===== config.mk =====
export PLATFORM = sky130hd
export DESIGN_NAME = k_way_merge_heap
export DESIGN_NICKNAME = d
export VERILOG_FILES = /design/src/rtl/kwmh_pkg.sv /design/src/rtl/kwmh_ctrl.sv /design/src/rtl/kwmh_dp.sv /design/src/rtl/k_way_merge_heap.sv
export SDC_FILE = /design/constraint.sdc
export NUM_CORES = 1
export LEC_CHECK = 0
export BUFFER_PORTS_ARGS = -buffer_cell sky130_fd_sc_hd__buf_4
export CAP_MARGIN = 20
export CELL_PAD_IN_SITES_DETAIL_PLACEMENT = 1
export CELL_PAD_IN_SITES_GLOBAL_PLACEMENT = 2
export CORE_ASPECT_RATIO = 1.25
export CORE_MARGIN = 2
export CORE_UTILIZATION = 40
export DETAILED_ROUTE_END_ITERATION = 6
export HOLD_SLACK_MARGIN = 0.06
export PLACE_DENSITY = 0.77
export SLEW_MARGIN = 30
export SYNTH_ARGS = -nofsm -noshare
export SYNTH_HDL_FRONTEND = slang
export SYNTH_SLANG_ARGS = --single-unit

===== constraint.sdc =====
create_clock -name clk -period 8.4 [get_ports clk]
set_clock_uncertainty 0.2 [all_clocks]
set_input_delay 1.26 -clock clk [delete_from_list [all_inputs] [get_ports clk]]
set_output_delay 1.26 -clock clk [all_outputs]
set_load 0.02 [all_outputs]

===== src/rtl/kwmh_pkg.sv =====
// kwmh_pkg: shared types, codes and the heap ordering function for the
// k-way merge heap. No dependencies; used by kwmh_ctrl, kwmh_dp and the top.
package kwmh_pkg;

  localparam int MAX_STREAMS = 16;
  localparam int IDX_W       = 4;          // heap slot index
  localparam int CNT_W       = 5;          // heap fill count, 0..MAX_STREAMS
  localparam int CH_W        = IDX_W + 2;  // child index before range check
  localparam int KEY_W       = 32;

  // input command codes
  localparam logic [1:0] CMD_START  = 2'd0;
  localparam logic [1:0] CMD_LOAD   = 2'd1;
  localparam logic [1:0] CMD_TAKE   = 2'd2;
  localparam logic [1:0] CMD_REFILL = 2'd3;

  // result status codes
  localparam logic [1:0] ST_ACK   = 2'd0;
  localparam logic [1:0] ST_VALUE = 2'd1;
  localparam logic [1:0] ST_DONE  = 2'd2;

  // datapath operations
  localparam logic [3:0] OP_IDLE    = 4'd0;
  localparam logic [3:0] OP_CAPTURE = 4'd1;
  localparam logic [3:0] OP_CLEAR   = 4'd2;
  localparam logic [3:0] OP_DONE    = 4'd3;
  localparam logic [3:0] OP_REJECT  = 4'd4;
  localparam logic [3:0] OP_INSERT  = 4'd5;
  localparam logic [3:0] OP_PUT     = 4'd6;
  localparam logic [3:0] OP_UP_RD   = 4'd7;
  localparam logic [3:0] OP_UP_MV   = 4'd8;
  localparam logic [3:0] OP_EXT_RD  = 4'd9;
  localparam logic [3:0] OP_EXTRACT = 4'd10;
  localparam logic [3:0] OP_DN_RD   = 4'd11;
  localparam logic [3:0] OP_DN_MV   = 4'd12;
  localparam logic [3:0] OP_OUT_LD  = 4'd13;

  typedef struct packed {
    logic signed [KEY_W-1:0] key;
    logic [IDX_W-1:0]        src;
  } ent_t;

  typedef struct packed {
    logic [3:0] op;
  } ctl_cmd_t;

  typedef struct packed {
    logic [1:0] cmd;       // latched command of the word in work
    logic       ins_ok;    // present, source in range, room in heap
    logic       empty;     // heap count is zero
    logic       at_root;   // sift index is slot 0
    logic       up_move;   // moving entry orders before its parent
    logic       dn_move;   // a child orders before the moving entry
    logic       last_one;  // heap holds exactly one entry
    logic       out_busy;  // result register full and not drained
  } dp_sts_t;

  // a orders before b: signed key, ties to the lower source
  function automatic logic ent_before(input ent_t a, input ent_t b);
    if (a.key != b.key) return a.key < b.key;
    return a.src < b.src;
  endfunction

endpackage


===== src/rtl/kwmh_ctrl.sv =====
// kwmh_ctrl: sequencer for the merge heap; issues one datapath op per cycle.
// Depends on kwmh_pkg.
module kwmh_ctrl (
  input  logic                clk,
  input  logic                rst_n,
  input  logic                in_valid,
  output logic                in_ready,
  input  kwmh_pkg::dp_sts_t   sts,
  output kwmh_pkg::ctl_cmd_t  ctl
);
  import kwmh_pkg::*;

  localparam logic [2:0] S_IDLE = 3'd0;
  localparam logic [2:0] S_DEC  = 3'd1;
  localparam logic [2:0] S_UP   = 3'd2;
  localparam logic [2:0] S_UPC  = 3'd3;
  localparam logic [2:0] S_EXT  = 3'd4;
  localparam logic [2:0] S_DN   = 3'd5;
  localparam logic [2:0] S_DNC  = 3'd6;
  localparam logic [2:0] S_FIN  = 3'd7;

  logic [2:0] state_r, state_nxt;

  assign in_ready = (state_r == S_IDLE);

  always_comb begin
    state_nxt = state_r;
    ctl.op    = OP_IDLE;
    unique case (state_r)
      S_IDLE: begin
        if (in_valid) begin
          ctl.op    = OP_CAPTURE;
          state_nxt = S_DEC;
        end
      end
      S_DEC: begin
        unique case (sts.cmd)
          CMD_START: begin
            ctl.op    = OP_CLEAR;
            state_nxt = S_FIN;
          end
          CMD_TAKE: begin
            if (sts.empty) begin
              ctl.op    = OP_DONE;
              state_nxt = S_FIN;
            end else begin
              ctl.op    = OP_EXT_RD;
              state_nxt = S_EXT;
            end
          end
          default: begin  // load and refill
            if (sts.ins_ok) begin
              ctl.op    = OP_INSERT;
              state_nxt = S_UP;
            end else begin
              ctl.op    = OP_REJECT;
              state_nxt = S_FIN;
            end
          end
        endcase
      end
      S_UP: begin
        if (sts.at_root) begin
          ctl.op    = OP_PUT;
          state_nxt = S_FIN;
        end else begin
          ctl.op    = OP_UP_RD;
          state_nxt = S_UPC;
        end
      end
      S_UPC: begin
        if (sts.up_move) begin
          ctl.op    = OP_UP_MV;
          state_nxt = S_UP;
        end else begin
          ctl.op    = OP_PUT;
          state_nxt = S_FIN;
        end
      end
      S_EXT: begin
        ctl.op    = OP_EXTRACT;
        state_nxt = sts.last_one ? S_FIN : S_DN;
      end
      S_DN: begin
        ctl.op    = OP_DN_RD;
        state_nxt = S_DNC;
      end
      S_DNC: begin
        if (sts.dn_move) begin
          ctl.op    = OP_DN_MV;
          state_nxt = S_DN;
        end else begin
          ctl.op    = OP_PUT;
          state_nxt = S_FIN;
        end
      end
      S_FIN: begin
        if (!sts.out_busy) begin
          ctl.op    = OP_OUT_LD;
          state_nxt = S_IDLE;
        end
      end
      default: state_nxt = S_IDLE;
    endcase
  end

  always_ff @(posedge clk) begin
    if (!rst_n) state_r <= S_IDLE;
    else        state_r <= state_nxt;
  end

endmodule


===== src/rtl/kwmh_dp.sv =====
// kwmh_dp: heap memory, sift registers, arity register and result register.
// Depends on kwmh_pkg; driven by kwmh_ctrl ops.
module kwmh_dp (
  input  logic                         clk,
  input  logic                         rst_n,
  input  kwmh_pkg::ctl_cmd_t           ctl,
  output kwmh_pkg::dp_sts_t            sts,
  input  logic [1:0]                   in_cmd,
  input  logic [kwmh_pkg::IDX_W-1:0]   in_source,
  input  logic signed [31:0]           in_value,
  input  logic                         in_present,
  input  logic                         cfg_we,
  input  logic [kwmh_pkg::CNT_W-1:0]   cfg_wdata,
  output logic                         out_valid,
  input  logic                         out_ready,
  output logic [1:0]                   out_status,
  output logic signed [31:0]           out_value,
  output logic [kwmh_pkg::IDX_W-1:0]   out_taken_source,
  output logic                         out_taken_valid
);
  import kwmh_pkg::*;

  // heap storage, no reset
  ent_t mem [MAX_STREAMS];
  logic             mem_we;
  logic [IDX_W-1:0] mem_wa, mem_ra, mem_rb;
  ent_t             mem_wd;
  ent_t             rda_r, rdb_r;

  logic [CNT_W-1:0] arity_cfg_r, arity;
  logic [CNT_W-1:0] cnt_r, cnt_nxt;
  logic [IDX_W-1:0] idx_r, idx_nxt;
  ent_t             cur_r, cur_nxt;
  logic [1:0]       cmd_r, cmd_nxt;
  logic             pres_r, pres_nxt;

  logic [1:0]        res_st_r, res_st_nxt;
  logic signed [31:0] res_val_r, res_val_nxt;
  logic [IDX_W-1:0]  res_src_r, res_src_nxt;
  logic              res_tv_r, res_tv_nxt;

  logic              out_valid_r;
  logic [1:0]        out_st_r;
  logic signed [31:0] out_val_r;
  logic [IDX_W-1:0]  out_src_r;
  logic              out_tv_r;

  logic [IDX_W-1:0]  parent;
  logic [CH_W-1:0]   lch, rch;
  logic              l_ok, r_ok, pick_l, pick_r;
  ent_t              best;
  logic [IDX_W-1:0]  best_idx;

  // effective arity: 0 acts as 1, clamp at MAX_STREAMS
  always_comb begin
    arity = arity_cfg_r;
    if (arity_cfg_r == '0) arity = CNT_W'(1);
    else if (arity_cfg_r > CNT_W'(MAX_STREAMS)) arity = CNT_W'(MAX_STREAMS);
  end

  assign parent = (idx_r - IDX_W'(1)) >> 1;
  assign lch    = {1'b0, idx_r, 1'b0} + CH_W'(1);
  assign rch    = lch + CH_W'(1);
  assign l_ok   = lch < CH_W'(cnt_r);
  assign r_ok   = rch < CH_W'(cnt_r);

  // pick the smallest of moving entry and valid children
  always_comb begin
    best     = cur_r;
    best_idx = idx_r;
    pick_l   = l_ok && ent_before(rda_r, cur_r);
    if (pick_l) begin
      best     = rda_r;
      best_idx = lch[IDX_W-1:0];
    end
    pick_r = r_ok && ent_before(rdb_r, best);
    if (pick_r) begin
      best     = rdb_r;
      best_idx = rch[IDX_W-1:0];
    end
  end

  always_comb begin
    sts.cmd      = cmd_r;
    sts.ins_ok   = pres_r && (CNT_W'(cur_r.src) < arity) && (cnt_r < arity);
    sts.empty    = (cnt_r == '0);
    sts.at_root  = (idx_r == '0);
    sts.up_move  = ent_before(cur_r, rda_r);
    sts.dn_move  = pick_l || pick_r;
    sts.last_one = (cnt_r == CNT_W'(1));
    sts.out_busy = out_valid_r && !out_ready;
  end

  always_comb begin
    cnt_nxt     = cnt_r;
    idx_nxt     = idx_r;
    cur_nxt     = cur_r;
    cmd_nxt     = cmd_r;
    pres_nxt    = pres_r;
    res_st_nxt  = res_st_r;
    res_val_nxt = res_val_r;
    res_src_nxt = res_src_r;
    res_tv_nxt  = res_tv_r;
    mem_we      = 1'b0;
    mem_wa      = idx_r;
    mem_wd      = cur_r;
    mem_ra      = '0;
    mem_rb      = '0;
    unique case (ctl.op)
      OP_CAPTURE: begin
        cur_nxt.key = in_value;
        cur_nxt.src = in_source;
        cmd_nxt     = in_cmd;
        pres_nxt    = in_present;
      end
      OP_CLEAR, OP_DONE, OP_REJECT: begin
        if (ctl.op != OP_REJECT) cnt_nxt = '0;
        res_st_nxt  = (ctl.op == OP_DONE) ? ST_DONE : ST_ACK;
        res_val_nxt = '0;
        res_src_nxt = '0;
        res_tv_nxt  = 1'b0;
      end
      OP_INSERT: begin
        idx_nxt     = cnt_r[IDX_W-1:0];
        cnt_nxt     = cnt_r + CNT_W'(1);
        res_st_nxt  = ST_ACK;
        res_val_nxt = '0;
        res_src_nxt = cur_r.src;
        res_tv_nxt  = 1'b1;
      end
      OP_PUT: mem_we = 1'b1;
      OP_UP_RD: mem_ra = parent;
      OP_UP_MV: begin
        mem_we  = 1'b1;
        mem_wd  = rda_r;
        idx_nxt = parent;
      end
      OP_EXT_RD: begin
        mem_ra = '0;
        mem_rb = IDX_W'(cnt_r - CNT_W'(1));
      end
      OP_EXTRACT: begin
        res_st_nxt  = ST_VALUE;
        res_val_nxt = rda_r.key;
        res_src_nxt = rda_r.src;
        res_tv_nxt  = 1'b1;
        cnt_nxt     = cnt_r - CNT_W'(1);
        cur_nxt     = rdb_r;
        idx_nxt     = '0;
      end
      OP_DN_RD: begin
        mem_ra = lch[IDX_W-1:0];
        mem_rb = rch[IDX_W-1:0];
      end
      OP_DN_MV: begin
        mem_we  = 1'b1;
        mem_wd  = best;
        idx_nxt = best_idx;
      end
      default: ;
    endcase
  end

  always_ff @(posedge clk) begin
    if (mem_we) mem[mem_wa] <= mem_wd;
    rda_r <= mem[mem_ra];
    rdb_r <= mem[mem_rb];
  end

  always_ff @(posedge clk) begin
    if (!rst_n) begin
      cnt_r       <= '0;
      arity_cfg_r <= CNT_W'(MAX_STREAMS);
      out_valid_r <= 1'b0;
    end else begin
      cnt_r <= cnt_nxt;
      if (cfg_we) arity_cfg_r <= cfg_wdata;
      if (ctl.op == OP_OUT_LD) out_valid_r <= 1'b1;
      else if (out_ready)      out_valid_r <= 1'b0;
    end
  end

  always_ff @(posedge clk) begin
    idx_r     <= idx_nxt;
    cur_r     <= cur_nxt;
    cmd_r     <= cmd_nxt;
    pres_r    <= pres_nxt;
    res_st_r  <= res_st_nxt;
    res_val_r <= res_val_nxt;
    res_src_r <= res_src_nxt;
    res_tv_r  <= res_tv_nxt;
    if (ctl.op == OP_OUT_LD) begin
      out_st_r  <= res_st_r;
      out_val_r <= res_val_r;
      out_src_r <= res_src_r;
      out_tv_r  <= res_tv_r;
    end
  end

  assign out_valid        = out_valid_r;
  assign out_status       = out_st_r;
  assign out_value        = out_val_r;
  assign out_taken_source = out_src_r;
  assign out_taken_valid  = out_tv_r;

  a_cnt_bound: assert property (@(posedge clk) disable iff (!rst_n)
    cnt_r <= CNT_W'(MAX_STREAMS))
    else $error("heap count above capacity");

  a_no_overwrite: assert property (@(posedge clk) disable iff (!rst_n)
    (ctl.op == OP_OUT_LD) |-> !(out_valid_r && !out_ready))
    else $error("result register loaded while a word still waits");

  a_insert_cnt: assert property (@(posedge clk) disable iff (!rst_n)
    (ctl.op == OP_INSERT) |=> (cnt_r == $past(cnt_r) + CNT_W'(1)))
    else $error("insert did not grow heap count");

  a_extract_cnt: assert property (@(posedge clk) disable iff (!rst_n)
    (ctl.op == OP_EXTRACT) |=> (cnt_r == $past(cnt_r) - CNT_W'(1)))
    else $error("extract did not shrink heap count");

endmodule


===== src/rtl/k_way_merge_heap.sv =====
// k_way_merge_heap: min-heap merge of up to 16 sorted signed streams.
// Per word: start, reject and take of an empty heap load the result directly; load and
// refill sift the new entry up one level per read/compare pair; take extracts the root
// and, unless it was the last entry, sifts the last entry down, up to 3 levels.
// One word in work at a time: a new word is taken only once the last result is loaded;
// a result waiting in the output register holds off the next word's result, and so the input.
// Reset (rst_n, synchronous): heap empty, arity 16, no result pending.
module k_way_merge_heap (
  input  logic                        clk,
  input  logic                        rst_n,
  // input words
  input  logic                        in_valid,
  output logic                        in_ready,
  input  logic [1:0]                  in_cmd,
  input  logic [kwmh_pkg::IDX_W-1:0]  in_source,
  input  logic signed [31:0]          in_value,
  input  logic                        in_present,
  // arity register write
  input  logic                        cfg_we,
  input  logic [kwmh_pkg::CNT_W-1:0]  cfg_wdata,
  // result words
  output logic                        out_valid,
  input  logic                        out_ready,
  output logic [1:0]                  out_status,
  output logic signed [31:0]          out_value,
  output logic [kwmh_pkg::IDX_W-1:0]  out_taken_source,
  output logic                        out_taken_valid
);
  import kwmh_pkg::*;

  // controller issues one op a cycle; datapath reports flags back
  ctl_cmd_t ctl;
  dp_sts_t  sts;

  // Sequencer: captures a word, decodes the command, then walks the heap
  // one level per read/compare pair (sift up on insert, sift down on take).
  kwmh_ctrl u_ctrl (
    .clk      (clk),
    .rst_n    (rst_n),
    .in_valid (in_valid),
    .in_ready (in_ready),
    .sts      (sts),
    .ctl      (ctl)
  );

  // Datapath: 16-entry heap memory (one write, two registered reads),
  // moving-entry and index registers, fill count, arity and result register.
  kwmh_dp u_dp (
    .clk              (clk),
    .rst_n            (rst_n),
    .ctl              (ctl),
    .sts              (sts),
    .in_cmd           (in_cmd),
    .in_source        (in_source),
    .in_value         (in_value),
    .in_present       (in_present),
    .cfg_we           (cfg_we),
    .cfg_wdata        (cfg_wdata),
    .out_valid        (out_valid),
    .out_ready        (out_ready),
    .out_status       (out_status),
    .out_value        (out_value),
    .out_taken_source (out_taken_source),
    .out_taken_valid  (out_taken_valid)
  );

endmodule

# Word level (Yosys, flattened, before mapping)
# Memory sizes are Yosys's and may differ from the RTL's. A register that Yosys moved wholly into a read port is not among the register bits.
# Index checks and enable logic that the tools add are counted.
totals:
  register_bits: 135
  input_bits: 49
  word_cells: 140
  mem_bits_rw: 576
  n_memories: 1
  output_inout_bits: 41
mem_list:
  columns: ["name", "depth", "width", "rd", "rd_clocked_by_memory_dff", "wr", "line_no", "source"]
  rows:
  - ["u_dp.mem", 16, 36, 2, 2, 1, "kwmh_dp.sv:24", "ent_t mem [MAX_STREAMS];"]
classes:
  n_mux: 51
  order_cmp: 11
  eq_ne: 30
  reduce_logical: 25
  addsub: 5
ops:
  columns: ["op", "n"]
  rows:
  - ["one-hot mux 36 bit (2 select lines)", 2]
  - ["less-than comparator 32 bit", 3]
  - ["inequality test 32 bit", 3]
  - ["two-way mux 36 bit", 2]
  - ["one-hot mux 32 bit (2 select lines)", 1]
  - ["one-hot mux 4 bit (8 select lines)", 1]
  - ["equality test 4 bit (second input constant)", 6]
  - ["two-way mux 4 bit", 6]
  - ["one-hot mux 3 bit (8 select lines)", 1]
  - ["one-hot mux 4 bit (2 select lines)", 3]
  - ["two-way mux 1 bit", 17]
  - ["equality test 4 x 3 -> 1 bit (second input constant)", 4]
  - ["one-hot mux 4 bit (4 select lines)", 1]
  - ["two-way mux 3 bit", 5]
  - ["two-way mux 5 bit", 3]
  - ["one-hot mux 5 bit (3 select lines)", 1]
  - ["equality test 3 bit (second input constant)", 4]
  - ["less-than comparator 4 bit", 3]
  - ["less-than comparator 6 x 5 -> 1 bit", 2]
  - ["one-hot mux 4 bit (3 select lines)", 1]
  - ["zero test 5 bit", 2]
  - ["equality test 4 x 2 -> 1 bit (second input constant)", 2]
  - ["two-way mux 2 bit", 4]
  - ["nonzero test 2 bit", 4]
  - ["32 further kinds", 41]

# Depth between registers and ports, before layout
logic_depth:
  word_depth: 17
  mapped_depth: 25
  ltp_nobuf: 20

# By module
# From an unflattened synthesis, not the netlist that was laid out.
hier_totals:
  cells_unflattened: 3722
  area_unflattened_um2: 39650.5
modules_own_cells:
  columns: ["mod", "area_per_inst_um2", "seq_area_each_um2", "instances", "cells_per_inst"]
  rows:
  - ["kwmh_dp", 39247.6, 22591.7, 1, 3669]
  - ["kwmh_ctrl", 402.9, 60.1, 1, 53]

# Worst setup path before layout
# No wires, ideal clock.
synth_path:
  path_type: "register to register"
  start: "register u_dp.cur_r[35] (netlist name)"
  end: "memory u_dp.mem[0][0] (netlist name) (enable)"
  t_required_ns: 7.716
  n_path_buf: 2
  synth_period_minus_slack_ns: 8.338
  arrival_ns: 7.654
  setup_slack_ns: 0.062
  stages_incl_launch_ff: 20
  setup_ns: 0.484
  path_cell_list: "edfxtp_1 ha_1 nand4_2 nor4_2 or3b_1 and4_1 nor2_1 buf_2 buf_2 mux2i_1 ha_1 nand4_2 nor3_2 nand4_1 or4_4 a211oi_2 o311ai_1 a211oi_1 o211ai_1 a21boi_0"
synth_between:
  elab_chain_len: 17
  elab_cells_between_ends: 30
  cone_classes: "4 x order compare; 6 x eq/ne; 16 x mux; 4 x reduce/logical"
synth_lines:
  columns: ["item", "line_no", "source"]
  rows:
  - ["start, declared", "kwmh_dp.sv:33", "ent_t cur_r, cur_nxt;"]
  - ["start signal, assigned", "kwmh_dp.sv:185", "cur_r <= cur_nxt;"]
  - ["less-than comparator 32 bit or inequality test 32 bit (tied branches)", "kwmh_pkg.sv:60", "if (a.key != b.key) return a.key < b.key;"]
  - ["two-way mux 1 bit", "kwmh_pkg.sv:60", null]
  - ["two-way mux 1 bit", "kwmh_pkg.sv:61", "return a.src < b.src;"]
  - ["logical AND 1 bit", "kwmh_dp.sv:71", "pick_l = l_ok && ent_before(rda_r, cur_r);"]
  - ["two-way mux 36 bit", "kwmh_dp.sv:72", "if (pick_l) begin"]
  - ["less-than comparator 32 bit or inequality test 32 bit (tied branches)", "kwmh_pkg.sv:60", null]
  - ["two-way mux 1 bit", "kwmh_pkg.sv:60", null]
  - ["two-way mux 1 bit", "kwmh_pkg.sv:61", null]
  - ["logical AND 1 bit", "kwmh_dp.sv:76", "pick_r = r_ok && ent_before(rdb_r, best);"]
  - ["logical OR 1 bit", "kwmh_dp.sv:89", "sts.dn_move = pick_l || pick_r;"]
  - ["two-way mux 4 bit", "kwmh_ctrl.sv:89", "if (sts.dn_move) begin"]
  - ["one-hot mux 4 bit (8 select lines) (*)", "kwmh_ctrl.sv:29", "unique case (state_r)"]
  - ["equality test 4 x 3 -> 1 bit or equality test 4 bit (tied branches)", "kwmh_dp.sv:109", "unique case (ctl.op)"]
  - ["OR reduction 3 bit (no line) (*)", null, null]
  - ["two-way mux 1 bit (*)", "kwmh_dp.sv:109", null]
  - ["two-way mux 1 bit (*)", "kwmh_dp.sv:165", "if (mem_we) mem[mem_wa] <= mem_wd;"]
  - ["two-way mux 1 bit (implied by the code) (*)", "kwmh_dp.sv:165", null]
  - ["end, declared", "kwmh_dp.sv:24", null]
# Mark *: on every way between the ends. The rest lies on a longest branch, timed or not. The select of a mux whose other input is x is not followed.

==> results <==
- The count of pins over their slew limit was 0.
- In the synthesized netlist the async set-or-reset flop fraction comes to 0%.
- The number of hold violations in the final report is 0.
- The minimum clock period after layout is 7.73 ns.
- The floorplan has 124 rows.
- The H-tree level count is 3.
- After synthesis, the cell types taking the most area are sky130_fd_sc_hd__edfxtp_1 (57%), sky130_fd_sc_hd__mux4_2 (8.8%), sky130_fd_sc_hd__nand2_1 (5.4%).
- The via count of the first global-routing pass is 26,726.
- Traced cell by cell, the critical path runs through ha_1, nand4_1, nor4_2, or3b_1, and4_1, nor2_4, mux2i_1, ha_1, nand4_2, nor3_2, nand4_1, or4_4, a211oi_2, o311ai_1, a31o_2, nor2_4, buf_4, a221o_1.
- TritonCTS built the clock tree.
- The final worst slack is 0.667 ns.
- The cell with the most instances after synthesis is sky130_fd_sc_hd__edfxtp_1.
- The worst path uses 92.1% of the clock period.
- The flip-flop and latch count after synthesis is 783.
- The number of warning messages in the yosys log is 0.
- Data on the critical path arrives at its endpoint at 7.86 ns.
- The weighted congestion at the end of routability-driven global placement is 0.868.
- The worst slack at placement is 0.811 ns.
- The gate family responsible for the most delay along the worst path is simple AND/OR/NAND/NOR gates.
- The via count is 25,554.
- The area share of the largest cell type after synthesis is 56.9%.
- The estimated wirelength of the detail-placed design is 73.1 mm.
- The power density over cell area is 410 mW/mm^2.
- The class of the most critical hold timing path is reg -> reg.
- The detailed router finished its first iteration with 2,606 violations.
- The tightest slew margin relative to the limit is 34.1%.
- The worst-path cell with the longest stage delay is sky130_fd_sc_hd__a221o_1.
- The largest single stage delay on the critical path is 0.81 ns.
- The count of different cell masters after synthesis is 70.
- CTS placed an instance of sky130_fd_sc_hd__clkbuf_16 at the clock tree root.
- The total track usage is 25.0%.
- The placed instances occupy a cell area of 0.0392 sq mm.
- The number of nets in the final layout is 3,048.
- The worst setup path is of the reg -> reg kind.
- In this run, post-CTS hold repair placed 0 buffers.
- For this run the aggregate overflow at the end of global routing stands at 0.
- The global-route wire length before repair is 176 mm.
- The largest fanout on the critical path is 36.
- Counting every sink on the clock net gives 783.
- The clock slew seen by the registers of the worst setup and hold paths is 0.07 ns.
- The number of standard cells after synthesis is 2,864.
- The overall die width is 275 microns.
- The area of the core is 0.0912 sq mm.
- For this design the top-level I/O count stands at 90.
- The number of buffers and inverters on the critical path is 1.
- The clock passes through at most 3 buffers.
- The number of remaining DRC errors is 0.
- The starting density of the core is 40.3%.
- STA classifies the critical path endpoint as a flip-flop.
- The count of nets left with antenna violations once routing finished came out at 0.
- The first detailed-routing pass took 5 iterations.
- Setup repair after global routing left no endpoint under its margin.
- Synthesis produced a netlist with a net count of 3,007.
- Max-cap violations in this run came to 0.
- Dividing the detail-routed via count by the number of cells gives 6.14.
- The y dimension of the die is 343 microns.
- Clock latency on the worst-skew pair, taken at its later pin, is 0.66 ns.
- The highest ir drop seen on vdd is 0.000262 V.
- The layout overhead on the synthesized area is 13.6%.
- The aggregate routed wire length is 118 mm.
- The setup slack on the worst flop-to-flop path is 0.67 ns.
- The repair_antennas step left the layout with diodes totalling 0.
- The post-synthesis average cell area is 12.8 sq um.
- The cell area after technology mapping is 0.0368 sq mm.
- TritonCTS created 77 clock buffers.
- The worst setup path is launched from a flip-flop.
- The count of final setup violators is 0.
- The leakage dissipation is 14.2 nW.
- During placement, the flow inserted port buffers numbering 89.
- For the pin with the worst max-slew slack, the measured transition is 0.987 ns.
- By count the netlist is led by sky130_fd_sc_hd__edfxtp_1 (697), sky130_fd_sc_hd__nand2_1 (527), sky130_fd_sc_hd__nor2_1 (167).
- The die covers 0.0944 sq mm.
- The part of the Yosys area used for sequential elements is 61.6%.
- The post-route setup TNS is 0 ns.
- In the final routed layout, each cell accounts on average for 28.4 microns.
- The count of buffers added by post-CTS timing repair for setup is 0.
- The required time reported for the critical path endpoint is 8.52 ns.
- The maximum operating frequency is 129 MHz.
- The cell type with the largest total area after synthesis is sky130_fd_sc_hd__edfxtp_1.
- The initial antenna violation count is 3.
- The prevailing post-synth register cell is sky130_fd_sc_hd__edfxtp_1.
- Cells with a size suffix above 1 make up 15.7% of the layout.
- The post-CTS resize count is 0.
- The run finished with clean final reports.
- After routing the design area is 0.0418 sq mm.
- In this run, synthesis inferred 697 flip-flops with an integrated enable.
- Entering global routing, the biggest net connects 111 pins.
## through the flow
step | power, mW | hold WS (ns) | cells | util, %
CTS | 17.1 | 0.212 | 4164 | 45.7
floorplan | 10.6 | 0.200 | 2864 | -
global placement | 13.3 | 0.202 | 4021 | 43.0
finish | 17.1 | 0.215 | 4165 | 45.8
detailed placement | 13.6 | 0.205 | 4022 | 43.0
global route | 17.9 | 0.213 | 4165 | 45.8
## report_power, final
group / internal [mW] / switching, mW / total, mW
sequential: 6.01 / 0.546 / 6.56
combinational: 2.17 / 4.88 / 7.05
clock: 1.97 / 1.53 / 3.50
total: 10.1 / 6.96 / 17.1
## layout by cell type (no fill, tap or decap), types with 5 or more instances in the layout
cell,count
sky130_fd_sc_hd__clkbuf_1,19
sky130_fd_sc_hd__dfxtp_1,86
sky130_fd_sc_hd__ha_1,94
sky130_fd_sc_hd__nand2_1,526
sky130_fd_sc_hd__clkinv_1,17
sky130_fd_sc_hd__mux4_2,144
sky130_fd_sc_hd__and4_1,5
sky130_fd_sc_hd__a31oi_1,114
sky130_fd_sc_hd__a211oi_1,118
sky130_fd_sc_hd__buf_4,146
sky130_fd_sc_hd__inv_1,56
sky130_fd_sc_hd__mux2i_1,39
sky130_fd_sc_hd__nor2_1,162
sky130_fd_sc_hd__nor3_1,10
sky130_fd_sc_hd__nor2b_1,11
sky130_fd_sc_hd__o211ai_1,44
sky130_fd_sc_hd__o21a_1,6
sky130_fd_sc_hd__o21ai_0,28
sky130_fd_sc_hd__and3_1,39
sky130_fd_sc_hd__or3_1,6
sky130_fd_sc_hd__clkbuf_16,77
sky130_fd_sc_hd__nand4_1,17
sky130_fd_sc_hd__a21oi_4,15
sky130_fd_sc_hd__a221o_1,39
sky130_fd_sc_hd__a21o_1,6
sky130_fd_sc_hd__buf_12,20
sky130_fd_sc_hd__nor2_4,5
sky130_fd_sc_hd__a22o_1,36
sky130_fd_sc_hd__nand3_1,166
sky130_fd_sc_hd__bufinv_16,8
sky130_fd_sc_hd__edfxtp_1,697
sky130_fd_sc_hd__clkinv_2,10
sky130_fd_sc_hd__and2_1,76
sky130_fd_sc_hd__a21oi_1,35
## routing by layer
layer  vias up  GRT usage, %  wire (microns)
met5         -             0              13
met3       184          3.01            7840
li1      11017             -               -
met1     13390          34.4           50200
met4         2          7.70            3080
met2       961          41.4           57000
## state kept, by name, summed over array words and instances, names as in the netlist
register	count
u_dp.arity_cfg_r	5
u_dp.res_tv_r	1
u_ctrl.state_r	3
u_dp.cmd_r	2
u_dp.cur_r	36
u_dp.out_taken_source	4
u_dp.res_src_r	4
u_dp.rda_r	36
u_dp.out_valid	1
u_dp.out_status	2
u_dp.res_val_r	32
u_dp.pres_r	1
u_dp.out_value	32
u_dp.mem	576
u_dp.idx_r	4
u_dp.cnt_r	5
u_dp.res_st_r	2
u_dp.rdb_r	36
u_dp.out_taken_valid	1
## layout make-up
class | count | area, sq um
Multi-Input combinational cell | 1819 | 13400
Fill cell | 9314 | 49500
Tap cell | 1197 | 1500
Clock buffer | 98 | 2030
Clock inverter | 44 | 470
Inverter | 56 | 210
Timing Repair Buffer | 168 | 1550
Sequential cell | 783 | 22700
## cells by family after synthesis
group                    after synthesis  share of synthesized area (%)
AND/OR/NAND/NOR                     1048                           12.7
adder cells (fa/ha/maj)               94                           3.20
flip-flops                           783                           61.6
AO/OA/AOI/OAI                        488                           9.56
XOR/XNOR                               5                          0.119
multiplexers                         184                           9.91
buffers and inverters                262                           2.95
## path summary, 6_finish.rpt
check	from	to	cells after the start
setup / recovery	u_dp.cur_r[31]	u_dp.mem[15][31]	18
hold / removal	u_dp.res_val_r[0]	u_dp.out_value[0]	0
setup reg to reg	u_dp.cur_r[31]	u_dp.mem[15][31]	18
hold reg to reg	u_dp.res_val_r[0]	u_dp.out_value[0]	0
Note: power is estimated with default switching activity, not from simulation.
